--- config.mk ---
export PLATFORM = sky130hd
export DESIGN_NAME = bct_ctrl
export DESIGN_NICKNAME = d
export VERILOG_FILES = /design/src/rtl/bct_pkg.sv /design/src/rtl/bct_ctrl.sv
export SDC_FILE = /design/constraint.sdc
export NUM_CORES = 1
export LEC_CHECK = 0
export BUFFER_PORTS_ARGS = -buffer_cell sky130_fd_sc_hd__buf_2
export CORE_AREA = 8 8 45 47
export DETAILED_ROUTE_END_ITERATION = 7
export DIE_AREA = 0 0 53 55
export PLACE_DENSITY = 0.83
export RECOVER_POWER = 25
export REMOVE_ABC_BUFFERS = 1
export SETUP_SLACK_MARGIN = 0.3
export SLEW_MARGIN = 10
export SYNTH_ARGS = -nofsm -noshare
export SYNTH_HDL_FRONTEND = slang
export SYNTH_SLANG_ARGS = --single-unit
--- constraint.sdc ---
create_clock -name clk -period 1.8 [get_ports clk]
set_input_delay 0.09 -clock clk [delete_from_list [all_inputs] [get_ports clk]]
set_output_delay 0.09 -clock clk [all_outputs]
set_load 0.02 [all_outputs]
--- src/rtl/bct_pkg.sv ---
`timescale 1ns / 1ps

package bct_pkg;

  // Operation codes carried by the mode field
  localparam logic [2:0] MODE_ADD    = 3'd0;
  localparam logic [2:0] MODE_DELETE = 3'd1;
  localparam logic [2:0] MODE_SWAP   = 3'd2;
  localparam logic [2:0] MODE_BOX    = 3'd3;
  localparam logic [2:0] MODE_COUNT  = 3'd4;
  localparam logic [2:0] MODE_FIRST  = 3'd5;
  localparam logic [2:0] MODE_LAST   = 3'd6;

  // Read address select
  localparam logic [1:0] RD_PTR = 2'd0;
  localparam logic [1:0] RD_IA  = 2'd1;
  localparam logic [1:0] RD_IB  = 2'd2;

  // Write address / data select
  localparam logic [1:0] WR_APPEND = 2'd0;  // new entry at the tail
  localparam logic [1:0] WR_SHIFT  = 2'd1;  // read entry moves down one slot
  localparam logic [1:0] WR_IA_RD  = 2'd2;  // swap: read data into index_a
  localparam logic [1:0] WR_IB_TMP = 2'd3;  // swap: saved entry into index_b

  // Controller to datapath commands
  typedef struct packed {
    logic       load_req;
    logic       ptr_init;
    logic       ptr_step;
    logic       rd_en;
    logic [1:0] rd_src;
    logic       wr_en;
    logic [1:0] wr_src;
    logic       tmp_load;
    logic       cnt_inc;
    logic       cnt_dec;
    logic       set_ok;
    logic       hit_take;
    logic       mcnt_inc;
    logic       rsp_load;
  } bct_cmd_t;

  // Datapath to controller status
  typedef struct packed {
    logic [2:0] mode;
    logic       add_ok;
    logic       del_ok;
    logic       del_tail;
    logic       swap_ok;
    logic       empty;
    logic       rd_vld;
    logic       rd_last;
    logic       hit;
  } bct_sts_t;

endpackage

--- src/rtl/bct_ctrl.sv ---
`timescale 1ns / 1ps

module bct_ctrl (
  input  logic              clk,
  input  logic              rst,
  input  logic              req_valid,
  output logic              req_ready,
  output logic              rsp_valid,
  input  logic              rsp_ready,
  output bct_pkg::bct_cmd_t cmd,
  input  bct_pkg::bct_sts_t sts
);
  import bct_pkg::*;

  localparam logic [2:0] ST_IDLE     = 3'd0;
  localparam logic [2:0] ST_DISPATCH = 3'd1;
  localparam logic [2:0] ST_SCAN     = 3'd2;
  localparam logic [2:0] ST_SHIFT    = 3'd3;
  localparam logic [2:0] ST_SWP1     = 3'd4;
  localparam logic [2:0] ST_SWP2     = 3'd5;
  localparam logic [2:0] ST_SWP3     = 3'd6;
  localparam logic [2:0] ST_DONE     = 3'd7;

  logic [2:0] state;
  logic [2:0] state_next;

  assign req_ready = (state == ST_IDLE);

  // Sequencing
  always_comb begin
    cmd        = '0;
    state_next = state;
    case (state)
      ST_IDLE: begin
        if (req_valid) begin
          cmd.load_req = 1'b1;
          state_next   = ST_DISPATCH;
        end
      end
      ST_DISPATCH: begin
        state_next = ST_DONE;
        case (sts.mode)
          MODE_ADD: begin
            if (sts.add_ok) begin
              cmd.wr_en   = 1'b1;
              cmd.wr_src  = WR_APPEND;
              cmd.cnt_inc = 1'b1;
              cmd.set_ok  = 1'b1;
            end
          end
          MODE_DELETE: begin
            if (sts.del_ok && sts.del_tail) begin
              cmd.cnt_dec = 1'b1;
              cmd.set_ok  = 1'b1;
            end else if (sts.del_ok) begin
              cmd.ptr_init = 1'b1;
              state_next   = ST_SHIFT;
            end
          end
          MODE_SWAP: begin
            if (sts.swap_ok) begin
              cmd.rd_en  = 1'b1;
              cmd.rd_src = RD_IA;
              state_next = ST_SWP1;
            end
          end
          MODE_BOX, MODE_COUNT, MODE_FIRST, MODE_LAST: begin
            if (!sts.empty) begin
              cmd.ptr_init = 1'b1;
              state_next   = ST_SCAN;
            end
          end
          default: state_next = ST_DONE;
        endcase
      end
      // One entry read per cycle, evaluated in the next cycle
      ST_SCAN: begin
        cmd.rd_en    = 1'b1;
        cmd.rd_src   = RD_PTR;
        cmd.ptr_step = 1'b1;
        if (sts.rd_vld) begin
          if (sts.mode == MODE_COUNT) begin
            if (sts.hit) begin
              cmd.mcnt_inc = 1'b1;
              cmd.set_ok   = 1'b1;
            end
            if (sts.rd_last) begin
              state_next = ST_DONE;
            end
          end else if (sts.hit) begin
            cmd.hit_take = 1'b1;
            state_next   = ST_DONE;
          end else if (sts.rd_last) begin
            state_next = ST_DONE;
          end
        end
      end
      // Close the gap: entry i+1 written to slot i
      ST_SHIFT: begin
        cmd.rd_en    = 1'b1;
        cmd.rd_src   = RD_PTR;
        cmd.ptr_step = 1'b1;
        if (sts.rd_vld) begin
          cmd.wr_en  = 1'b1;
          cmd.wr_src = WR_SHIFT;
          if (sts.rd_last) begin
            cmd.cnt_dec = 1'b1;
            cmd.set_ok  = 1'b1;
            state_next  = ST_DONE;
          end
        end
      end
      ST_SWP1: begin
        cmd.rd_en    = 1'b1;
        cmd.rd_src   = RD_IB;
        cmd.tmp_load = 1'b1;
        state_next   = ST_SWP2;
      end
      ST_SWP2: begin
        cmd.wr_en  = 1'b1;
        cmd.wr_src = WR_IA_RD;
        state_next = ST_SWP3;
      end
      ST_SWP3: begin
        cmd.wr_en  = 1'b1;
        cmd.wr_src = WR_IB_TMP;
        cmd.set_ok = 1'b1;
        state_next = ST_DONE;
      end
      ST_DONE: begin
        if (!rsp_valid || rsp_ready) begin
          cmd.rsp_load = 1'b1;
          state_next   = ST_IDLE;
        end
      end
      default: state_next = ST_IDLE;
    endcase
  end

  always_ff @(posedge clk) begin
    if (rst) begin
      state <= ST_IDLE;
    end else begin
      state <= state_next;
    end
  end

  // Response valid flag
  always_ff @(posedge clk) begin
    if (rst) begin
      rsp_valid <= 1'b0;
    end else if (cmd.rsp_load) begin
      rsp_valid <= 1'b1;
    end else if (rsp_ready) begin
      rsp_valid <= 1'b0;
    end
  end

`ifndef ASSERT_OFF
  a_accept_dispatch: assert property (@(posedge clk) disable iff (rst)
    (req_valid && req_ready) |=> (state == ST_DISPATCH))
    else $error("accepted request not dispatched");

  a_load_shows: assert property (@(posedge clk) disable iff (rst)
    cmd.rsp_load |=> (rsp_valid && state == ST_IDLE))
    else $error("loaded response not presented");

  a_idle_quiet: assert property (@(posedge clk) disable iff (rst)
    req_ready |-> (!cmd.wr_en && !cmd.rd_en && !cmd.cnt_inc && !cmd.cnt_dec))
    else $error("table access while idle");
`endif

endmodule

== Yosys cells after proc, flatten, opt, wreduce, memory -nomap -nowiden ==
Index checks and enable logic that the tools add are counted.

* Eq/ne operators: 17
* Reduce and logical (&&, ||, !) cells: 9
* Mux-type cells: 48

{| class="wikitable"
|+ Operators with widths
! cell !! count
|-
| $mux W3 || 16
|-
| $pmux W3 S8 || 1
|-
| $eq A3 B3 Y1 const B || 7
|-
| $mux W1 || 19
|-
| $pmux W3 S3 || 2
|-
| $eq A3 B2 Y1 const B || 4
|-
| $pmux W3 S4 || 1
|-
| $mux W2 || 5
|-
| $ne A2 B2 Y1 const B || 4
|-
| $eq A3 B1 Y1 const B || 2
|-
| $logic_not A3 Y1 || 2
|-
| $pmux W1 S2 || 3
|-
| $pmux W1 S4 || 1
|-
| $reduce_and A4 Y1 || 1
|-
| $reduce_or A4 Y1 || 1
|-
| $reduce_bool A2 Y1 || 1
|-
| $reduce_or A2 Y1 || 1
|-
| $logic_and A1 B1 Y1 || 1
|-
| $logic_not A1 Y1 || 1
|-
| $logic_or A1 B1 Y1 || 1
|}

* Bits of input ports: 15
* Word-level logic and storage cells: 76
* Register bits after elaboration: 4
* Output and inout bits: 18

== Longest topological paths before layout ==
Gate-level depths: netlist of the first run.

* Word-level depth: 5
* Gate-level depth with buffers: 5
* Mapped depth without buffers: 4

== Worst setup path after synthesis of the first run ==
Ideal clock, no wire load.

* Kind: register to output
* Start: register state[1]
* End: output cmd[3] in the netlist's numbering
* Path buffers: 1
* Required time: 1.710 ns
* Arrival time: 1.503 ns
* Setup slack: 0.207 ns
* Cell stages (with the launch flop): 6
* Cells stage by stage: dfxtp_1 -> buf_4 -> and2_4 -> nand2_1 -> a21boi_0 -> nand4bb_1

{| class="wikitable"
|+ RTL lines
! item !! RTL line !! text
|-
| start, declared || bct_ctrl.sv:24 || <nowiki>logic [2:0] state;</nowiki>
|-
| start signal, assigned || bct_ctrl.sv:144 || <nowiki>state <= state_next;</nowiki>
|-
| end, declared || bct_ctrl.sv:10 || <nowiki>output bct_pkg::bct_cmd_t cmd,</nowiki>
|}

==> out/qor.txt, run 1 <==
CP max stage cell: or3b_4
Clk_lat worst skew: 0.23 ns
Synthesized area per cell: 7.26 µm²
Total wire length: 1760 µm
I/O pin count: 33
Crit path DAT: 1.51 ns
CP max stage delay: 0.42 ns
CTS H-tree lvls: 1
Commonest non-fill, non-tap cells in the layout: buf_2, nor2_1, nor2b_1, buf_4, nand3_1
Final hold violation count: 0
Setup Skew: 0.00493 ns
Critical Path Fanout Max: 5
Clk sinks: 4
Period minus WS final: 1.60 ns
Max-slew violations: 0
Row count: 14
CTS Buf Count: 3
Die Y: 55 µm
Final ANT Viol Nets: 0
Post-route DRC: 0
Synth warn: 0
Unrepaired setup endpoints after global routing: true
Tot Pwr: 0.000625 W
Pin count of the biggest net entering global routing: 10
Reg clk slew, reported paths: 0.04 ns
Max VDD drop: 0.000326 V
Critical Path Sink Type: primary output
GR Util All Layers: 12.1%
Clock Path Buffers: 2
Commonest non-fill, non-tap cell in the layout: buf_2
Synth Register Bits: 4
F_max: 0.627 GHz
TritonCTS clock tree: yes
Via-to-Cell Ratio: 5.43
Worst setup path class: flip-flop to primary output
Initial antenna violation count: 0
Via count: 668
RePlAce Congestion: 0.855
Synthesized cell area: 523 µm²
Drt pass-1 iters: 4
Area Growth Syn to Fin: 46.4%
Critical path, cell by cell: or3b_4 -> nor2_1 -> nand3_1 -> nand4bb_1 -> buf_6
First-pass GRT wire length: 2770 µm
Port Buffer Count: 32
Cell Pwr Density: 816 nW/µm²
Status: completed
Final setup violation count: 0
Cell count after synthesis: 72
ANT cells: 0
Relative slew slack: 65.0%
Layout Nets: 124
Hold WC Path Type: input pin to flip-flop
Clk root buf: clkbuf_4
Share of cells above drive strength 1: 44.9%
Max-cap viol count: 0
Critical Path RT: 1.71 ns
Die area: 2920 µm²
Final TNS setup: 0 ns
Die width: 53 µm
Vias in the first global route: 656
Post-synthesis sequential area ratio: 15.3%
Final worst-path cycle share: 88.6%
Top_reg_cell synth: dfxtp_1
Leakage: 0.364 nW
Final core utilization: 55.3%
Synth unique cells: 36
Worst-margin pin slew: 0.512 ns
Core area: 1380 µm²
Initial Util: 37.8%
Hold buffer count at cts: 0
Grt total ovfl: 0
Post-synth EDFFs: 0
Initial DRC count: 8
DR WL/cell: 14.3 µm
DP HPWL: 1360 µm
Async S/R FF share, synth: 0%
Setup crit start kind: flip-flop
## flip-flops by register name, summed over array words and instances, names as in the netlist
register	cells
rsp_valid	1
state	3
## area by class of cell
class,count,area [µm²]
Multi-Input combinational cell,61,414
Fill cell,139,618
Sequential cell,4,87.6
Timing Repair Buffer,36,210
Inverter,3,11.3
Tap cell,16,20.0
Clock buffer,3,22.5
## what timing repair did
| item | CTS | global route |
|---|---|---|
| resized for setup | 13 | 6 |
| buffers inserted | 2 | 1 |
| endpoints found under the hold margin | 0 | 0 |
| pin swaps | 4 | 2 |
| gates cloned | 0 | 0 |
| setup endpoints to repair | 6 | 8 |
## routing by layer
layer	vias to the layer above	wire length (µm)	global-route usage (%)
met1	301	645	12.0
met5	-	0	0
met2	32	857	22.9
met4	0	15	5.17
li1	333	-	-
met3	2	237	3.74
## through the flow
| stage | cell area, µm² | hold WS, ns | cells | setup slack, ns |
|---|---|---|---|---|
| global route | 766 | 0.0817 | 123 | 0.153 |
| detailed placement | 682 | 0.303 | 117 | 0.309 |
| global placement | 682 | 0.298 | 117 | 0.361 |
| finish | 766 | 0.0755 | 123 | 0.204 |
| floorplan | 494 | 0.159 | 68 | 0.0580 |
| CTS | 748 | 0.0690 | 122 | 0.234 |
## logic make-up after synthesis
kind of cell | share of synthesized area (%)
buffers and inverters | 7.66
AND/OR/NAND/NOR | 49.0
multiplexers | 1.91
AO/OA/AOI/OAI | 26.1
flip-flops | 15.3
## worst max-delay path, delay by kind of cell (launching register included)
kind,cells,cell delay (ns)
and+or+nand+nor,4,0.76
DFF,1,0.38
buffers and inverters,1,0.13
## cells in the mapped netlist (2+ instances only)
master / number / area (µm²)
dfxtp_1: 4 / 80.1
a21boi_0: 2 / 15.0
and2_1: 3 / 18.8
a21oi_1: 4 / 20.0
nand2_1: 4 / 15.0
and2_4: 2 / 17.5
nand3_1: 5 / 25.0
nor2_1: 8 / 30.0
inv_1: 3 / 11.3
nand3b_1: 2 / 15.0
nor3_1: 2 / 10.0
nor2b_1: 7 / 43.8
a211oi_1: 2 / 15.0
buf_2: 2 / 10.0
## path summary, 6_finish.rpt
path | startpoint | end | slack, ns | depth (start not counted)
setup / recovery | state[0] | cmd[3] | 0.20 | 5
hold / removal | rst | state[2] | 0.08 | 2
setup reg to reg | state[0] | state[2] | 0.44 | 5
hold reg to reg | rsp_valid | rsp_valid | 0.52 | 2
## report_power, final
group          switching, W  internal (W)
Sequential        0.0000232      0.000107
Clock             0.0000325     0.0000743
Combinational      0.000218      0.000170
Note: power is estimated with default switching activity, not from simulation.
==> run 2: changes to the inputs <==
--- a/config.mk
+++ b/config.mk
@@ -5,11 +5,11 @@
 export SDC_FILE = /design/constraint.sdc
 export NUM_CORES = 1
 export LEC_CHECK = 0
-export BUFFER_PORTS_ARGS = -buffer_cell sky130_fd_sc_hd__buf_2
 export CORE_AREA = 8 8 45 47
 export DETAILED_ROUTE_END_ITERATION = 7
 export DIE_AREA = 0 0 53 55
-export PLACE_DENSITY = 0.83
+export DONT_BUFFER_PORTS = 1
+export PLACE_DENSITY = 0.62
 export RECOVER_POWER = 25
 export REMOVE_ABC_BUFFERS = 1
 export SETUP_SLACK_MARGIN = 0.3
==> run 2 against run 1 <==
Against the previous run: utilization fell by 5.4 points; global-route usage shrank 1.2 points; routed wire length shrank 3.2%; critical path depth fell by 1; critical endpoint is now cmd[12]; largest cell class unchanged; final area is 9.8% lower; register-to-register slack worse by 0.02 ns; fmax down 1.3%.
==> out/qor.txt, run 2 (synthesis gave the netlist of run 1 again) <==
Drt pass-1 iters: 4
CTS H-tree lvls: 1
F_max: 0.618 GHz
Comb pwr share: 59.6%
Initial Util: 37.8%
Share of cells above drive strength 1: 34.5%
Die Y: 55 µm
Setup crit start kind: flip-flop
Critical Path Sink Type: primary output
Clock Path Buffers: 2
Max-slew violations: 0
Port Buffer Count: 0
Total wire length: 1700 µm
Clk_lat worst skew: 0.23 ns
Initial antenna violation count: 0
TritonCTS clock tree: yes
Final core utilization: 49.9%
Critical Path RT: 1.71 ns
Initial DRC count: 11
Final hold violation count: 0
CTS Buf Count: 3
Clock power share: 18.0%
Pre-CTS WS: 0.308 ns
P_int: 0.000333 W
Status: completed
Layout Nets: 101
Grt total ovfl: 0
Leakage: 0.268 nW
Crit path DAT: 1.53 ns
Period minus WS final: 1.62 ns
Die area: 2920 µm²
Via count: 590
DR WL/cell: 17.0 µm
Net switching power: 0.000257 W
Clk root buf: clkbuf_4
Fill cells: 135
Area Growth Syn to Fin: 32.1%
Commonest non-fill, non-tap cells in the layout: buf_4, nor2b_1, nor2_1
Reg power frac: 22.4%
Final TNS setup: 0 ns
First-pass GRT wire length: 2480 µm
Vias in the first global route: 543
Critical Path Fanout Max: 7
GR Util All Layers: 10.9%
Tot Pwr: 0.000589 W
Final ANT Viol Nets: 0
Row count: 14
Core area: 1380 µm²
Hold WC Path Type: input pin to flip-flop
Biggest regs: state: 3 flops, rsp_valid: 1 flops
Reg clk slew, reported paths: 0.04 ns
Worst-margin pin slew: 0.403 ns
Die width: 53 µm
Final worst-path cycle share: 89.9%
DP HPWL: 1270 µm
Cell Pwr Density: 853 nW/µm²
Max-cap viol count: 0
Reg with most FFs: state
Setup Skew: 0.00546 ns
Sw frac: 43.5%
Relative slew slack: 73.1%
Commonest non-fill, non-tap cell in the layout: buf_4
Worst setup path class: flip-flop to primary output
Final setup violation count: 0
Clk sinks: 4
I/O pin count: 33
Unrepaired setup endpoints after global routing: true
RePlAce Congestion: 0.853
Pin count of the biggest net entering global routing: 10
Post-route DRC: 0
Max VDD drop: 0.000340 V
ANT cells: 0
Via-to-Cell Ratio: 5.90
Final Worst Setup Slack: 0.183 ns
Largest register FFs: 3
==> run 2: cell count changes in the layout (fill, tap and decap cells not counted), sizes merged <==
cell and change:
dlygate4sd3 +1, buf -22, clkbuf -2
==> run 2: path summary, 6_finish.rpt <==
path / start / end / slack [ns] / cells past startpoint
setup reg to reg: state[2] / state[2] / 0.42 / 6
hold reg to reg: state[0] / state[1] / 0.56 / 2
hold / removal: rsp_ready / rsp_valid / 0.09 / 2
setup / recovery: state[2] / cmd[12] / 0.18 / 4
==> run 2: power groups by stage <==
stage	logic [W]	registers (W)	clock network, W
6_report	0.000351	0.000132	0.000106
5_1_grt	0.000379	0.000135	0.000111
4_1_cts	0.000350	0.000129	0.000112
3_5_place_dp	0.000307	0.000130	0
3_3_place_gp	0.000309	0.000129	0
2_1_floorplan	0.000216	0.000136	0
==> run 2: routing by layer <==
metal / share of wire [%] / track usage [%]
met5: 0 / 0
met1: 39 / 11.4
met4: 0 / 5.17
met3: 11 / 4.01
met2: 51 / 19.1
==> run 2: worst max-delay path: stages, from the launching register on <==
cell      delay [ns]
dfxtp_1         0.42
buf_4           0.16
nor2_1          0.07
clkbuf_1        0.19
or3_4           0.46
==> run 2: area by class of cell <==
class	instances	area [µm²]	area share, %
Timing Repair Buffer	13	96.3	13.9
Multi-Input combinational cell	61	453	65.6
Inverter	3	11.3	1.63
Tap cell	16	20.0	2.90
Sequential cell	4	87.6	12.7
Clock buffer	3	22.5	3.26
==> run 2: through the flow <==
| stage | hold slack [ns] | area [µm²] | instances |
|---|---|---|---|
| after global placement | 0.164 | 589 | 94 |
| after global routing | 0.121 | 691 | 100 |
| after detailed placement | 0.166 | 589 | 94 |
| after floorplan | 0.159 | 494 | 68 |
| after CTS | 0.0893 | 687 | 100 |
| final | 0.0948 | 691 | 100 |
==> run 2: timing repair <==
action,4_1_cts,5_1_grt
hold endpoints to repair,4,0
resized for setup,13,4
pin swaps,3,3
setup buffers,2,0
endpoints found under the setup margin,9,8
hold buffers,1,0
==> run 3: changes to the inputs <==
--- a/config.mk
+++ b/config.mk
@@ -12,7 +12,6 @@
 export PLACE_DENSITY = 0.62
 export RECOVER_POWER = 25
 export REMOVE_ABC_BUFFERS = 1
-export SETUP_SLACK_MARGIN = 0.3
 export SLEW_MARGIN = 10
 export SYNTH_ARGS = -nofsm -noshare
 export SYNTH_HDL_FRONTEND = slang
==> run 3 against run 2 <==
Against the previous run: worst hold slack got worse by 0.0064 ns; first-iteration DRC count decreased by 55%; critical path depth unchanged; fmax decreased by 3.3%; utilization decreased by 5.1 points; combinational power decreased by 13%; sequential share of layout area increased by 0.42 points; clock-buffer cell count unchanged; largest power group unchanged.
==> out/qor.txt, run 3 (synthesis gave the netlist of run 1 again) <==
Via-to-Cell Ratio: 5.72
Share of cells above drive strength 1: 22.0%
Clk sinks: 4
Max VDD drop: 0.000320 V
Worst Path Buf+Inv: 0
Hold path cells: 2
Setup Skew: 0.00791 ns
CP max stage delay: 0.43 ns
Via count: 561
Worst path depth: 4
Critical Path RT: 1.71 ns
Core area: 1380 µm²
Clk_lat worst skew: 0.23 ns
RR Endpoint: state[0]
CTS H-tree lvls: 1
CP Capture Point: cmd[9]
Max-slew violations: 0
Initial Util: 37.8%
Worst-margin pin slew: 0.402 ns
FF-to-FF path depth: 5
F_max: 0.598 GHz
Die Y: 55 µm
Clock Path Buffers: 2
CP max stage cell: or3b_1
DR WL/cell: 16.0 µm
Setup slack, reg-to-reg: 0.41 ns
Final setup violation count: 0
Biggest regs: state: 3 flops, rsp_valid: 1 flops
Clk root buf: clkbuf_4
Hold WS: 0.0884 ns
TritonCTS clock tree: yes
Post-route DRC: 0
Initial antenna violation count: 0
Final hold violation count: 0
Unrepaired setup endpoints after global routing: false
Pin count of the biggest net entering global routing: 15
CP startpoint: state[0]
Total wire length: 1570 µm
Die width: 53 µm
Hold WC Path Type: input pin to flip-flop
Final ANT Viol Nets: 0
Post-CTS Setup Inserts: 0
CTS Buf Count: 3
Critical Path Sink Type: primary output
Max-cap viol count: 0
Grt total ovfl: 0
Reg-to-reg critical path startpoint: state[1]
Die area: 2920 µm²
Reg clk slew, reported paths: 0.04 ns
RePlAce Congestion: 0.853
Setup crit start kind: flip-flop
Initial DRC count: 5
Status: completed
Critical Path Fanout Max: 6
Reg with most FFs: state
Area Growth Syn to Fin: 18.7%
Crit path DAT: 1.58 ns
GR Util All Layers: 10.1%
Fill cells: 154
Leakage: 0.251 nW
Commonest non-fill, non-tap cells in the layout: nor2_1, buf_4, nor2b_1, nand3_1
Critical path, cell by cell: or3b_1 -> nor2_1 -> nand3_1 -> nand3b_1
CP top delay family: simple AND/OR/NAND/NOR gates
Period minus WS final: 1.67 ns
Row count: 14
I/O pin count: 33
First-pass GRT wire length: 2270 µm
Layout Nets: 99
Final worst-path cycle share: 92.9%
Port Buffer Count: 0
Worst setup path class: flip-flop to primary output
Relative slew slack: 73.1%
ANT cells: 0
Cell Pwr Density: 876 nW/µm²
Drt pass-1 iters: 4
Vias in the first global route: 521
DP HPWL: 1270 µm
Hold Crit Start: rsp_ready
Largest register FFs: 3
Final TNS setup: 0 ns
[run 3: what timing repair did]
action | CTS | global route
gates resized for setup | 0 | 2
endpoints found under the hold margin | 4 | 0
endpoints found under the setup margin | 0 | 2
hold buffers | 1 | 0
[run 3: routing by layer]
metal / GRT usage, % / vias up / routed length [µm] / share of wire [%]
met3: 3.21 / 0 / 157 / 10
met4: 5.60 / 0 / 0 / 0
met2: 16.4 / 19 / 773 / 49
li1: - / 284 / - / -
met1: 11.4 / 258 / 635 / 41
met5: 0 / - / 0 / 0
[run 3: cell type report]
cell class                      count  area [µm²]  area share [%]
Sequential cell                     4        81.3            13.1
Inverter                            3        11.3            1.81
Multi-Input combinational cell     61         408            65.7
Clock buffer                        3        22.5            3.63
Tap cell                           16        20.0            3.23
Timing Repair Buffer               11        77.6            12.5
[run 3: power by group]
part / switching (W) / leakage [nW] / internal [W]
Combinational: 0.000183 / 0.204 / 0.000120
Clock: 0.0000342 / 0.0138 / 0.0000744
Sequential: 0.0000269 / 0.0332 / 0.000104
[run 3: worst min path at each step]
stage,endpoint,slack [ns]
4_1_cts,rsp_valid,0.09
5_1_grt,rsp_valid,0.11
3_3_place_gp,state[1],0.16
3_5_place_dp,rsp_valid,0.17
6_report,rsp_valid,0.09
2_1_floorplan,rsp_valid,0.16
[run 3: through the flow]
step           power [W]  worst slack (ns)  area (µm²)  std cells  util [%]
6_report        0.000544             0.127         621         98      44.8
5_1_grt         0.000581            0.0217         621         98      44.8
4_1_cts         0.000552            0.0639         622         98      44.9
3_5_place_dp    0.000438             0.308         589         94      42.6
3_3_place_gp    0.000439             0.334         589         94      42.6
2_1_floorplan   0.000352            0.0580         494         68         -
[run 3: worst reg2reg max path: stages, from the launching register on]
cell and delay, ns:
dfxtp_1 0.35, buf_4 0.17, and2_4 0.15, nor2b_1 0.12, a311o_1 0.27, a311oi_1 0.21
